### src/assert_macros.svh
// Assertion macros shared by the postfix evaluator RTL.
// Depends on nothing; included by the modules that carry assertions.
`ifndef ASSERT_MACROS_SVH
`define ASSERT_MACROS_SVH

// A property that must hold at every rising edge while out of reset.
`define ASSERT_CLKED(lbl, clk, rstn, prop, msg) \
  lbl: assert property (@(posedge clk) disable iff (!rstn) (prop)) else $error(msg);

// A condition that must never be seen at a rising edge while out of reset.
`define ASSERT_NEVER(lbl, clk, rstn, cond, msg) \
  `ASSERT_CLKED(lbl, clk, rstn, !(cond), msg)

`endif

### src/pse_pkg.sv
// Package of the postfix evaluator: sizes, token and status codes, and the
// request and response structs of the shared arithmetic unit. No dependencies.
package pse_pkg;

  localparam int unsigned STACK_DEPTH = 32;
  localparam int unsigned NUM_LETTERS = 52;
  localparam int unsigned WORD_W      = 32;
  localparam int unsigned FUNC_W      = 3;
  localparam int unsigned STATUS_W    = 3;
  localparam int unsigned LETTER_W    = 6;
  localparam int unsigned STACK_AW    = (STACK_DEPTH > 1) ? $clog2(STACK_DEPTH) : 1;
  localparam int unsigned CNT_W       = $clog2(STACK_DEPTH + 1);
  localparam int unsigned VAR_AW      = $clog2(NUM_LETTERS);

  // Token function codes.
  typedef enum logic [FUNC_W-1:0] {
    FN_NUMBER   = 3'd0,
    FN_VARIABLE = 3'd1,
    FN_ADD      = 3'd2,
    FN_SUB      = 3'd3,
    FN_MUL      = 3'd4,
    FN_DIV      = 3'd5,
    FN_END      = 3'd6,
    FN_UNKNOWN  = 3'd7
  } func_e;

  // Result status codes.
  typedef enum logic [STATUS_W-1:0] {
    ST_OK         = 3'd0,
    ST_UNDERFLOW  = 3'd1,
    ST_OVERFLOW   = 3'd2,
    ST_DIV_ZERO   = 3'd3,
    ST_UNKNOWN_OP = 3'd4
  } status_e;

  // Operations of the shared arithmetic unit.
  typedef enum logic [1:0] {
    ALU_ADD = 2'd0,
    ALU_SUB = 2'd1,
    ALU_MUL = 2'd2,
    ALU_DIV = 2'd3
  } alu_op_e;

  typedef struct packed {
    logic              start;
    alu_op_e           op;
    logic [WORD_W-1:0] a;
    logic [WORD_W-1:0] b;
  } alu_req_t;

  typedef struct packed {
    logic              done;
    logic [WORD_W-1:0] result;
  } alu_rsp_t;

endpackage

### src/pse_ram.sv
// Generic single-write, single-read memory with a registered read port.
// No dependencies; used for the operand stack and the variable table.
module pse_ram #(
  parameter int unsigned DEPTH = 32,
  parameter int unsigned WIDTH = 32,
  localparam int unsigned AW   = (DEPTH > 1) ? $clog2(DEPTH) : 1
) (
  input  logic             clk_i,
  input  logic             we_i,
  input  logic [AW-1:0]    waddr_i,
  input  logic [WIDTH-1:0] wdata_i,
  input  logic             re_i,
  input  logic [AW-1:0]    raddr_i,
  output logic [WIDTH-1:0] rdata_o
);

  logic [WIDTH-1:0] mem_q [DEPTH];
  logic [WIDTH-1:0] rdata_q;

  // Write port.
  always_ff @(posedge clk_i) begin
    if (we_i) begin
      mem_q[waddr_i] <= wdata_i;
    end
  end

  // Registered read port.
  always_ff @(posedge clk_i) begin
    if (re_i) begin
      rdata_q <= mem_q[raddr_i];
    end
  end

  assign rdata_o = rdata_q;

endmodule

### src/pse_alu.sv
// Shared arithmetic unit: one adder serves add, subtract, shift-add multiply
// and restoring divide with sign correction. Depends on pse_pkg.
`include "assert_macros.svh"

module pse_alu import pse_pkg::*; (
  input  logic     clk_i,
  input  logic     rst_ni,
  input  alu_req_t req_i,
  output alu_rsp_t rsp_o
);

  localparam int unsigned SUM_W  = WORD_W + 2;
  localparam int unsigned ITER_W = $clog2(WORD_W);

  typedef enum logic [1:0] {
    A_IDLE,
    A_RUN,
    A_FIX
  } alu_state_e;

  alu_state_e        state_q, state_d;
  alu_op_e           op_q, op_d;
  logic [WORD_W-1:0] acc_q, acc_d;
  logic [WORD_W-1:0] x_q, x_d;
  logic [WORD_W-1:0] y_q, y_d;
  logic [ITER_W-1:0] iter_q, iter_d;
  logic              neg_q, neg_d;
  logic              done_q, done_d;
  logic [WORD_W-1:0] result_q, result_d;

  logic [SUM_W-1:0]  add_a, add_b, sum;
  logic              add_sub;
  logic [WORD_W:0]   shifted;
  logic [WORD_W-1:0] a_mag, b_mag;
  logic              qbit;

  // Partial remainder shifted left with the next dividend bit.
  assign shifted = {acc_q, y_q[WORD_W-1]};

  // Magnitudes of the division operands.
  assign a_mag = req_i.a[WORD_W-1] ? (WORD_W'(0) - req_i.a) : req_i.a;
  assign b_mag = req_i.b[WORD_W-1] ? (WORD_W'(0) - req_i.b) : req_i.b;

  // Operand selection for the single shared adder.
  always_comb begin
    add_a   = '0;
    add_b   = '0;
    add_sub = 1'b0;
    unique case (state_q)
      A_IDLE: begin
        add_a   = {2'b00, req_i.a};
        add_b   = {2'b00, req_i.b};
        add_sub = (req_i.op == ALU_SUB);
      end
      A_RUN: begin
        if (op_q == ALU_DIV) begin
          add_a   = {1'b0, shifted};
          add_b   = {2'b00, x_q};
          add_sub = 1'b1;
        end else begin
          add_a = {2'b00, acc_q};
          add_b = {2'b00, x_q};
        end
      end
      A_FIX: begin
        add_b   = {2'b00, y_q};
        add_sub = 1'b1;
      end
      default: begin
      end
    endcase
    sum = add_a + (add_sub ? ~add_b : add_b) + SUM_W'(add_sub);
  end

  // Sequencer of the iterations.
  always_comb begin
    state_d  = state_q;
    op_d     = op_q;
    acc_d    = acc_q;
    x_d      = x_q;
    y_d      = y_q;
    iter_d   = iter_q;
    neg_d    = neg_q;
    done_d   = 1'b0;
    result_d = result_q;
    qbit     = 1'b0;
    unique case (state_q)
      A_IDLE: begin
        if (req_i.start) begin
          op_d   = req_i.op;
          iter_d = '0;
          acc_d  = '0;
          unique case (req_i.op) inside
            ALU_ADD, ALU_SUB: begin
              result_d = sum[WORD_W-1:0];
              done_d   = 1'b1;
            end
            ALU_MUL: begin
              x_d     = req_i.a;
              y_d     = req_i.b;
              state_d = A_RUN;
            end
            default: begin
              x_d     = b_mag;
              y_d     = a_mag;
              neg_d   = req_i.a[WORD_W-1] ^ req_i.b[WORD_W-1];
              state_d = A_RUN;
            end
          endcase
        end
      end
      A_RUN: begin
        if (op_q == ALU_DIV) begin
          // Restoring step: keep the difference when it does not borrow.
          qbit  = ~sum[SUM_W-1];
          acc_d = qbit ? sum[WORD_W-1:0] : shifted[WORD_W-1:0];
          y_d   = {y_q[WORD_W-2:0], qbit};
        end else begin
          // Shift-add step on the low word of the product.
          if (y_q[0]) begin
            acc_d = sum[WORD_W-1:0];
          end
          x_d = {x_q[WORD_W-2:0], 1'b0};
          y_d = {1'b0, y_q[WORD_W-1:1]};
        end
        iter_d = iter_q + ITER_W'(1);
        if (iter_q == ITER_W'(WORD_W - 1)) begin
          if (op_q == ALU_DIV) begin
            state_d = A_FIX;
          end else begin
            result_d = acc_d;
            done_d   = 1'b1;
            state_d  = A_IDLE;
          end
        end
      end
      A_FIX: begin
        // The adder forms the negated quotient when the signs differ.
        result_d = neg_q ? sum[WORD_W-1:0] : y_q;
        done_d   = 1'b1;
        state_d  = A_IDLE;
      end
      default: begin
        state_d = A_IDLE;
      end
    endcase
  end

  always_ff @(posedge clk_i or negedge rst_ni) begin
    if (!rst_ni) begin
      state_q  <= A_IDLE;
      done_q   <= 1'b0;
      op_q     <= ALU_ADD;
      acc_q    <= '0;
      x_q      <= '0;
      y_q      <= '0;
      iter_q   <= '0;
      neg_q    <= 1'b0;
      result_q <= '0;
    end else begin
      state_q  <= state_d;
      done_q   <= done_d;
      op_q     <= op_d;
      acc_q    <= acc_d;
      x_q      <= x_d;
      y_q      <= y_d;
      iter_q   <= iter_d;
      neg_q    <= neg_d;
      result_q <= result_d;
    end
  end

  assign rsp_o.done   = done_q;
  assign rsp_o.result = result_q;

  `ASSERT_CLKED(a_alu_start_idle, clk_i, rst_ni, req_i.start |-> (state_q == A_IDLE), "ALU started while busy")
  `ASSERT_CLKED(a_alu_done_pulse, clk_i, rst_ni, done_q |=> !done_q, "ALU done held for more than a cycle")
  `ASSERT_NEVER(a_alu_fix_div, clk_i, rst_ni, (state_q == A_FIX) && (op_q != ALU_DIV), "Sign fix outside a divide")

endmodule

### src/postfix_stack_evaluator.sv
// Postfix expression evaluator, top level; uses pse_pkg, pse_ram and pse_alu.
// Takes one pre-parsed token per input item and returns one result item per
// token. The block accepts one item at a time. Multiply and divide run the
// 32-step shift-add and shift-subtract loop of the shared arithmetic unit;
// the binary operators read their two operands through the single stack
// memory port. A finished result waits in an output register; the next item
// is taken once that register can be loaded.
// Operand stack and variable values live in memories that need no clearing; the
// defined flags are flip-flops cleared by reset and by a successful end token.
`include "assert_macros.svh"

module postfix_stack_evaluator import pse_pkg::*; (
  input  logic                     clk_i,
  input  logic                     rst_ni,
  input  logic                     in_valid_i,
  output logic                     in_ready_o,
  input  logic [FUNC_W-1:0]        func_i,
  input  logic signed [WORD_W-1:0] operand_value_i,
  input  logic [LETTER_W-1:0]      var_letter_i,
  output logic                     out_valid_o,
  input  logic                     out_ready_i,
  output logic                     final_valid_o,
  output logic signed [WORD_W-1:0] final_value_o,
  output logic [STATUS_W-1:0]      status_o
);

  typedef enum logic [2:0] {
    S_IDLE,
    S_DECODE,
    S_RD_NEXT,
    S_ALU_GO,
    S_ALU_WAIT,
    S_VAR_PUSH,
    S_END_POP,
    S_DONE
  } state_e;

  state_e                 state_q, state_d;
  func_e                  func_q, func_d;
  logic [WORD_W-1:0]      value_q, value_d;
  logic [LETTER_W-1:0]    letter_q, letter_d;
  logic [CNT_W-1:0]       cnt_q, cnt_d;
  logic [NUM_LETTERS-1:0] defined_q, defined_d;
  logic [WORD_W-1:0]      right_q, right_d;
  logic                   res_fvalid_q, res_fvalid_d;
  logic [WORD_W-1:0]      res_fvalue_q, res_fvalue_d;
  status_e                res_status_q, res_status_d;
  logic                   out_valid_q, out_valid_d;
  logic                   out_fvalid_q, out_fvalid_d;
  logic [WORD_W-1:0]      out_fvalue_q, out_fvalue_d;
  status_e                out_status_q, out_status_d;

  logic                   stk_we, stk_re;
  logic [STACK_AW-1:0]    stk_waddr, stk_raddr;
  logic [WORD_W-1:0]      stk_wdata, stk_rdata;
  logic                   var_we, var_re;
  logic [VAR_AW-1:0]      var_addr;
  logic [WORD_W-1:0]      var_rdata;
  alu_req_t               alu_req;
  alu_rsp_t               alu_rsp;

  logic [CNT_W-1:0]       cnt_m1, cnt_m2;
  logic                   stack_full;
  logic                   letter_ok;

  // Token code to operation of the arithmetic unit.
  function automatic alu_op_e to_alu_op(func_e fn);
    alu_op_e op;
    unique case (fn)
      FN_SUB:  op = ALU_SUB;
      FN_MUL:  op = ALU_MUL;
      FN_DIV:  op = ALU_DIV;
      default: op = ALU_ADD;
    endcase
    return op;
  endfunction

  assign cnt_m1     = cnt_q - CNT_W'(1);
  assign cnt_m2     = cnt_q - CNT_W'(2);
  assign stack_full = (cnt_q == CNT_W'(STACK_DEPTH));
  assign letter_ok  = (letter_q < LETTER_W'(NUM_LETTERS));
  assign var_addr   = letter_q[VAR_AW-1:0];

  // Operand stack memory.
  pse_ram #(
    .DEPTH (STACK_DEPTH),
    .WIDTH (WORD_W)
  ) u_stack_ram (
    .clk_i   (clk_i),
    .we_i    (stk_we),
    .waddr_i (stk_waddr),
    .wdata_i (stk_wdata),
    .re_i    (stk_re),
    .raddr_i (stk_raddr),
    .rdata_o (stk_rdata)
  );

  // Variable value memory.
  pse_ram #(
    .DEPTH (NUM_LETTERS),
    .WIDTH (WORD_W)
  ) u_var_ram (
    .clk_i   (clk_i),
    .we_i    (var_we),
    .waddr_i (var_addr),
    .wdata_i (value_q),
    .re_i    (var_re),
    .raddr_i (var_addr),
    .rdata_o (var_rdata)
  );

  // Shared arithmetic unit.
  pse_alu u_alu (
    .clk_i  (clk_i),
    .rst_ni (rst_ni),
    .req_i  (alu_req),
    .rsp_o  (alu_rsp)
  );

  // Token sequencer.
  always_comb begin
    state_d      = state_q;
    func_d       = func_q;
    value_d      = value_q;
    letter_d     = letter_q;
    cnt_d        = cnt_q;
    defined_d    = defined_q;
    right_d      = right_q;
    res_fvalid_d = res_fvalid_q;
    res_fvalue_d = res_fvalue_q;
    res_status_d = res_status_q;
    out_valid_d  = out_valid_q && !out_ready_i;
    out_fvalid_d = out_fvalid_q;
    out_fvalue_d = out_fvalue_q;
    out_status_d = out_status_q;

    stk_we        = 1'b0;
    stk_waddr     = cnt_q[STACK_AW-1:0];
    stk_wdata     = value_q;
    stk_re        = 1'b0;
    stk_raddr     = cnt_m1[STACK_AW-1:0];
    var_we        = 1'b0;
    var_re        = 1'b0;
    alu_req.start = 1'b0;
    alu_req.op    = to_alu_op(func_q);
    alu_req.a     = stk_rdata;
    alu_req.b     = right_q;

    unique case (state_q)
      S_IDLE: begin
        if (in_valid_i) begin
          func_d       = func_e'(func_i);
          value_d      = operand_value_i;
          letter_d     = var_letter_i;
          res_fvalid_d = 1'b0;
          res_fvalue_d = '0;
          res_status_d = ST_OK;
          state_d      = S_DECODE;
        end
      end
      S_DECODE: begin
        state_d = S_DONE;
        unique case (func_q) inside
          FN_NUMBER: begin
            if (stack_full) begin
              res_status_d = ST_OVERFLOW;
            end else begin
              stk_we = 1'b1;
              cnt_d  = cnt_q + CNT_W'(1);
            end
          end
          FN_VARIABLE: begin
            if (!letter_ok) begin
              res_status_d = ST_UNKNOWN_OP;
            end else if (stack_full) begin
              res_status_d = ST_OVERFLOW;
            end else if (defined_q[var_addr]) begin
              var_re  = 1'b1;
              state_d = S_VAR_PUSH;
            end else begin
              // First use of the letter stores and pushes the supplied value.
              var_we              = 1'b1;
              defined_d[var_addr] = 1'b1;
              stk_we              = 1'b1;
              cnt_d               = cnt_q + CNT_W'(1);
            end
          end
          FN_ADD, FN_SUB, FN_MUL, FN_DIV: begin
            if (cnt_q < CNT_W'(2)) begin
              res_status_d = ST_UNDERFLOW;
            end else begin
              stk_re  = 1'b1;
              state_d = S_RD_NEXT;
            end
          end
          FN_END: begin
            if (cnt_q == '0) begin
              res_status_d = ST_UNDERFLOW;
            end else begin
              stk_re  = 1'b1;
              state_d = S_END_POP;
            end
          end
          default: begin
            res_status_d = ST_UNKNOWN_OP;
          end
        endcase
      end
      S_RD_NEXT: begin
        // Top of stack is the right operand; fetch the left one below it.
        right_d   = stk_rdata;
        stk_re    = 1'b1;
        stk_raddr = cnt_m2[STACK_AW-1:0];
        state_d   = S_ALU_GO;
      end
      S_ALU_GO: begin
        if ((func_q == FN_DIV) && (right_q == '0)) begin
          res_status_d = ST_DIV_ZERO;
          state_d      = S_DONE;
        end else begin
          alu_req.start = 1'b1;
          state_d       = S_ALU_WAIT;
        end
      end
      S_ALU_WAIT: begin
        if (alu_rsp.done) begin
          stk_we    = 1'b1;
          stk_waddr = cnt_m2[STACK_AW-1:0];
          stk_wdata = alu_rsp.result;
          cnt_d     = cnt_m1;
          state_d   = S_DONE;
        end
      end
      S_VAR_PUSH: begin
        stk_we    = 1'b1;
        stk_wdata = var_rdata;
        cnt_d     = cnt_q + CNT_W'(1);
        state_d   = S_DONE;
      end
      S_END_POP: begin
        res_fvalid_d = 1'b1;
        res_fvalue_d = stk_rdata;
        cnt_d        = '0;
        defined_d    = '0;
        state_d      = S_DONE;
      end
      S_DONE: begin
        // Hand the result to the output register once it is free.
        if (!out_valid_q || out_ready_i) begin
          out_valid_d  = 1'b1;
          out_fvalid_d = res_fvalid_q;
          out_fvalue_d = res_fvalue_q;
          out_status_d = res_status_q;
          state_d      = S_IDLE;
        end
      end
      default: begin
        state_d = S_IDLE;
      end
    endcase
  end

  always_ff @(posedge clk_i or negedge rst_ni) begin
    if (!rst_ni) begin
      state_q      <= S_IDLE;
      cnt_q        <= '0;
      defined_q    <= '0;
      out_valid_q  <= 1'b0;
      func_q       <= FN_NUMBER;
      value_q      <= '0;
      letter_q     <= '0;
      right_q      <= '0;
      res_fvalid_q <= 1'b0;
      res_fvalue_q <= '0;
      res_status_q <= ST_OK;
      out_fvalid_q <= 1'b0;
      out_fvalue_q <= '0;
      out_status_q <= ST_OK;
    end else begin
      state_q      <= state_d;
      cnt_q        <= cnt_d;
      defined_q    <= defined_d;
      out_valid_q  <= out_valid_d;
      func_q       <= func_d;
      value_q      <= value_d;
      letter_q     <= letter_d;
      right_q      <= right_d;
      res_fvalid_q <= res_fvalid_d;
      res_fvalue_q <= res_fvalue_d;
      res_status_q <= res_status_d;
      out_fvalid_q <= out_fvalid_d;
      out_fvalue_q <= out_fvalue_d;
      out_status_q <= out_status_d;
    end
  end

  assign in_ready_o    = (state_q == S_IDLE);
  assign out_valid_o   = out_valid_q;
  assign final_valid_o = out_fvalid_q;
  assign final_value_o = out_fvalue_q;
  assign status_o      = out_status_q;

  `ASSERT_CLKED(a_cnt_bound, clk_i, rst_ni, cnt_q <= CNT_W'(STACK_DEPTH), "Stack count beyond depth")
  `ASSERT_CLKED(a_final_ok, clk_i, rst_ni, (out_valid_q && out_fvalid_q) |-> (out_status_q == ST_OK), "Final value with error status")
  `ASSERT_CLKED(a_end_clears, clk_i, rst_ni, (state_q == S_END_POP) |=> ((cnt_q == '0) && (defined_q == '0)), "End token did not clear state")

endmodule
### config.mk
export PLATFORM = sky130hd
export DESIGN_NAME = postfix_stack_evaluator
export DESIGN_NICKNAME = d
export VERILOG_FILES = /design/src/pse_pkg.sv /design/src/pse_ram.sv /design/src/pse_alu.sv /design/src/postfix_stack_evaluator.sv
export VERILOG_INCLUDE_DIRS = /design/src /design/src/src
export SDC_FILE = /design/constraint.sdc
export NUM_CORES = 2
export LEC_CHECK = 0
export BUFFER_PORTS_ARGS = -buffer_cell sky130_fd_sc_hd__buf_2
export CAP_MARGIN = 20
export CELL_PAD_IN_SITES_DETAIL_PLACEMENT = 1
export CELL_PAD_IN_SITES_GLOBAL_PLACEMENT = 1
export CORE_ASPECT_RATIO = 2
export CORE_UTILIZATION = 50
export CTS_CLUSTER_SIZE = 8
export DETAILED_ROUTE_END_ITERATION = 7
export GPL_TIMING_DRIVEN = 0
export PLACE_DENSITY_LB_ADDON = 0.1
export SYNTH_ARGS = -nofsm -noshare
export SYNTH_HDL_FRONTEND = slang
export SYNTH_SLANG_ARGS = --single-unit
### constraint.sdc
create_clock -name clk_i -period 6.3 [get_ports clk_i]
set_clock_uncertainty 0.2 [all_clocks]
set_input_delay 0.315 -clock clk_i [delete_from_list [all_inputs] [get_ports clk_i]]
set_output_delay 0.315 -clock clk_i [all_outputs]
set_load 0.02 [all_outputs]
==> results.yml <==
status:
  status: "finished, violations left"
  violations: "slew limit, setup timing"
drt:
  wl_per_cell_um: 45.48
  dr.pass1.iters: 6
  vias_per_cell: 7.093
  wirelength_um: 536200
  num_vias: 83630
  drc: 0
  postRouteAntennaNets: 0
  drt-initial-drc-count: 11400
sta:
  worstMarginPinSlew_ns: 1.672
  holdWs_ns: 0.08122
  finalWorstSetupSlack_ns: -0.4407
  fmax_mhz: 148.4
  hold_violations: 0
  slew_headroom_pct: -11.47
  finalCriticalPeriod_ns: 6.741
  rsz0062_at_grt: "no"
  setup_viol: 71
  drv_slew: 2
  min_period_over_period_pct: 107.0
worst_setup_path:
  worst-path-max-fanout: 10
  path_delay_family: "compound AO/OA/AOI/OAI gates"
  max_stage_delay_ns: 1.37
  cp-start-kind: "flop"
  arrival_ns: 7.17
  crit_slowest_cell: "a22oi_1"
  path_buf_inv: 5
  cp.required_ns: 6.73
  crit_type: "flop to flop"
  cp-end-kind: "flop"
  path_cells: "buf_2, buf_1, clkbuf_2, nor3_1, clkbuf_1, clkbuf_2, a22oi_1, nand4_1, a22oi_1, a21oi_1, a221o_1"
synth:
  synth_area_sq_um: 123700
  synth_top_cell_by_area: "edfxtp_1"
  netlist.area_leader.share_pct: 66.79
  synth_cell_types: 92
  synth.area.top_cells: "edfxtp_1 (67%), dfrtp_1 (7.0%), mux4_2 (5.3%)"
  synthFlopType: "edfxtp_1"
  syn_avg_cell_area_sq_um: 16.57
  synth_edf_count: 2752
  seq_area_frac_synth_pct: 73.78
  syn_nets: 7560
  syn-instance-count: 7467
  synthArstFlopShare_pct: 11.17
  ys_seq_elements: 3098
  yosysWarningCount: 0
final_layout:
  fin_nets: 8439
  fin_util_pct: 59.86
  drive_gt1_share_pct: 18.40
  final_cell_mix: "edfxtp_1 (2,752), a22oi_1 (650), clkbuf_1 (482)"
  final_cells: 11790
  largest_register_ffs: 1664
  layout_commonest_cell: "edfxtp_1"
  largestRegisters: "u_var_ram.mem_q: 1664 flops, u_stack_ram.mem_q: 1024 flops, defined_q: 52 flops"
  syn2layout_area_growth_pct: 19.15
  top_register: "u_var_ram.mem_q"
die:
  dieArea_sq_um: 249600
  die_w_um: 353.8
  initial_core_util_pct: 50.24
  fp-row-count: 258
  core_area_sq_um: 246300
  dieHeight_um: 705.5
  ioPinCount: 83
power:
  power-per-cell-area_nw_per_um2: 635.7
  irDropWorstVdd_mv: 0.5010
  leakage_nw: 48.62
placement:
  post-place-ws_ns: -1.612
  post-place-cells: 11030
  port_buffers: 82
  gp_congestion: 0.9990
  hpwl_um: 375400
clock_tree:
  cts.clk_slew.worst_paths_ns: 0.06
  cts_buffer_depth: 4
  cts_buffers: 429
  htree_levels: 5
  cts_tree: "done"
  clock_latency_ns: 0.94
  cts-root-buf: "clkbuf_16"
  clock_sinks: 3098
global_route:
  grt_pass1_wl_um: 727500
  grt-ovfl-total: 0
  grt_max_degree: 117
  antenna_found_initial: 44
  grt_usage_pct: 43.44
  grt_pass1_vias: 85490
worst_hold_path:
  hp-class: "input pin to flop"
flow_run:
  max_cap_viol_count: 0
[synth_stat cells, drive strengths merged, types with 24 or more instances]
master	number
inv	39
a222oi	35
a221oi	119
buf	107
dfrtp	346
edfxtp	2752
xnor2	60
o211ai	66
a22o	135
clkbuf	418
o21ai	302
ha	47
nor2	328
nor3	42
o21a	62
o22ai	24
xor2	61
a211oi	47
nand3	61
a22oi	651
mux4	293
mux2	180
nand4	142
a31oi	63
nand2	427
mux2i	134
a21oi	224
[what timing repair did]
action | in CTS | in global routing
gates resized for setup | 44 | 34
pin swaps | 26 | 7
hold buffers | 75 | 0
endpoints found under the setup margin | 1620 | 57
setup buffers | 34 | 2
endpoints found under the hold margin | 298 | 0
[cell families (layout without fill, tap and decap cells)]
logic type | count (synthesis) | after routing | share of synthesized area, %
other | 0 | 43 | 0
adders and majority gates | 48 | 48 | 0.4914
muxes | 607 | 607 | 8.055
xor gates and xnor gates | 121 | 121 | 0.8565
AOI/OAI and AO/OA | 1890 | 1890 | 10.80
and+or+nand+nor | 1137 | 1137 | 4.207
buffers and inverters | 566 | 1597 | 1.807
DFF | 3098 | 3098 | 73.78
[through the flow]
stage          power, mW  area, sq um  setup TNS [ns]
2_1_floorplan      48.87       123700               0
3_3_place_gp       67.29       128200        -7696.27
3_5_place_dp       70.03       133700         -536.76
4_1_cts            91.17       146700               0
5_1_grt            94.76       147300               0
6_report           93.73       147400          -2.558
[metal layers]
metal,vias up,GRT usage [%],share of wire [%],routed length (um)
met5,-,0.6214,0.033,177
met4,24,47.04,13,71360
met3,2517,12.89,8.9,47930
met2,6267,70.05,48,259400
met1,42850,42.45,29,157300
li1,31970,-,-,-
[area by class of cell]
type | instances | area [sq um]
Antenna cell | 43 | 107.6
Multi-Input combinational cell | 3803 | 31030
Tap cell | 3250 | 4066
Timing Repair Buffer | 458 | 6885
Sequential cell | 3098 | 91340
Fill cell | 21690 | 98880
Clock buffer | 571 | 11500
Buffer | 516 | 2140
Clock inverter | 12 | 203.9
Inverter | 40 | 150.1
[path summary, 6_finish.rpt]
kind | from | end | slack, ns | depth (start not counted)
min reg2reg | res_fvalue_q[30] | final_value_o[30] | 0.28 | 1
max reg2reg | letter_q[0] | u_var_ram.rdata_o[5] | -0.44 | 11
min | var_letter_i[3] | letter_q[3] | 0.08 | 3
max | letter_q[0] | u_var_ram.rdata_o[5] | -0.44 | 11
min in group asynchronous | rst_ni | u_alu.y_q[6] | 0.35 | 4
max in group asynchronous | rst_ni | value_q[18] | 4.39 | 5
[worst reg2reg max path: cells and delay by family, from the launching register on]
family                 cells  cell delay [ns]
and+or+nand+nor            2             0.62
buffers and inverters      5             2.53
AOI/OAI and AO/OA          4             2.70
DFF                        1             0.36
[power breakdown]
| part | internal [mW] | switching (mW) |
|---|---|---|
| registers | 27.1 | 2.12 |
| clock network | 12.5 | 8.65 |
| logic | 12.9 | 30.5 |
| total | 52.5 | 41.2 |
No activity file was read; power rests on OpenSTA's default activity.
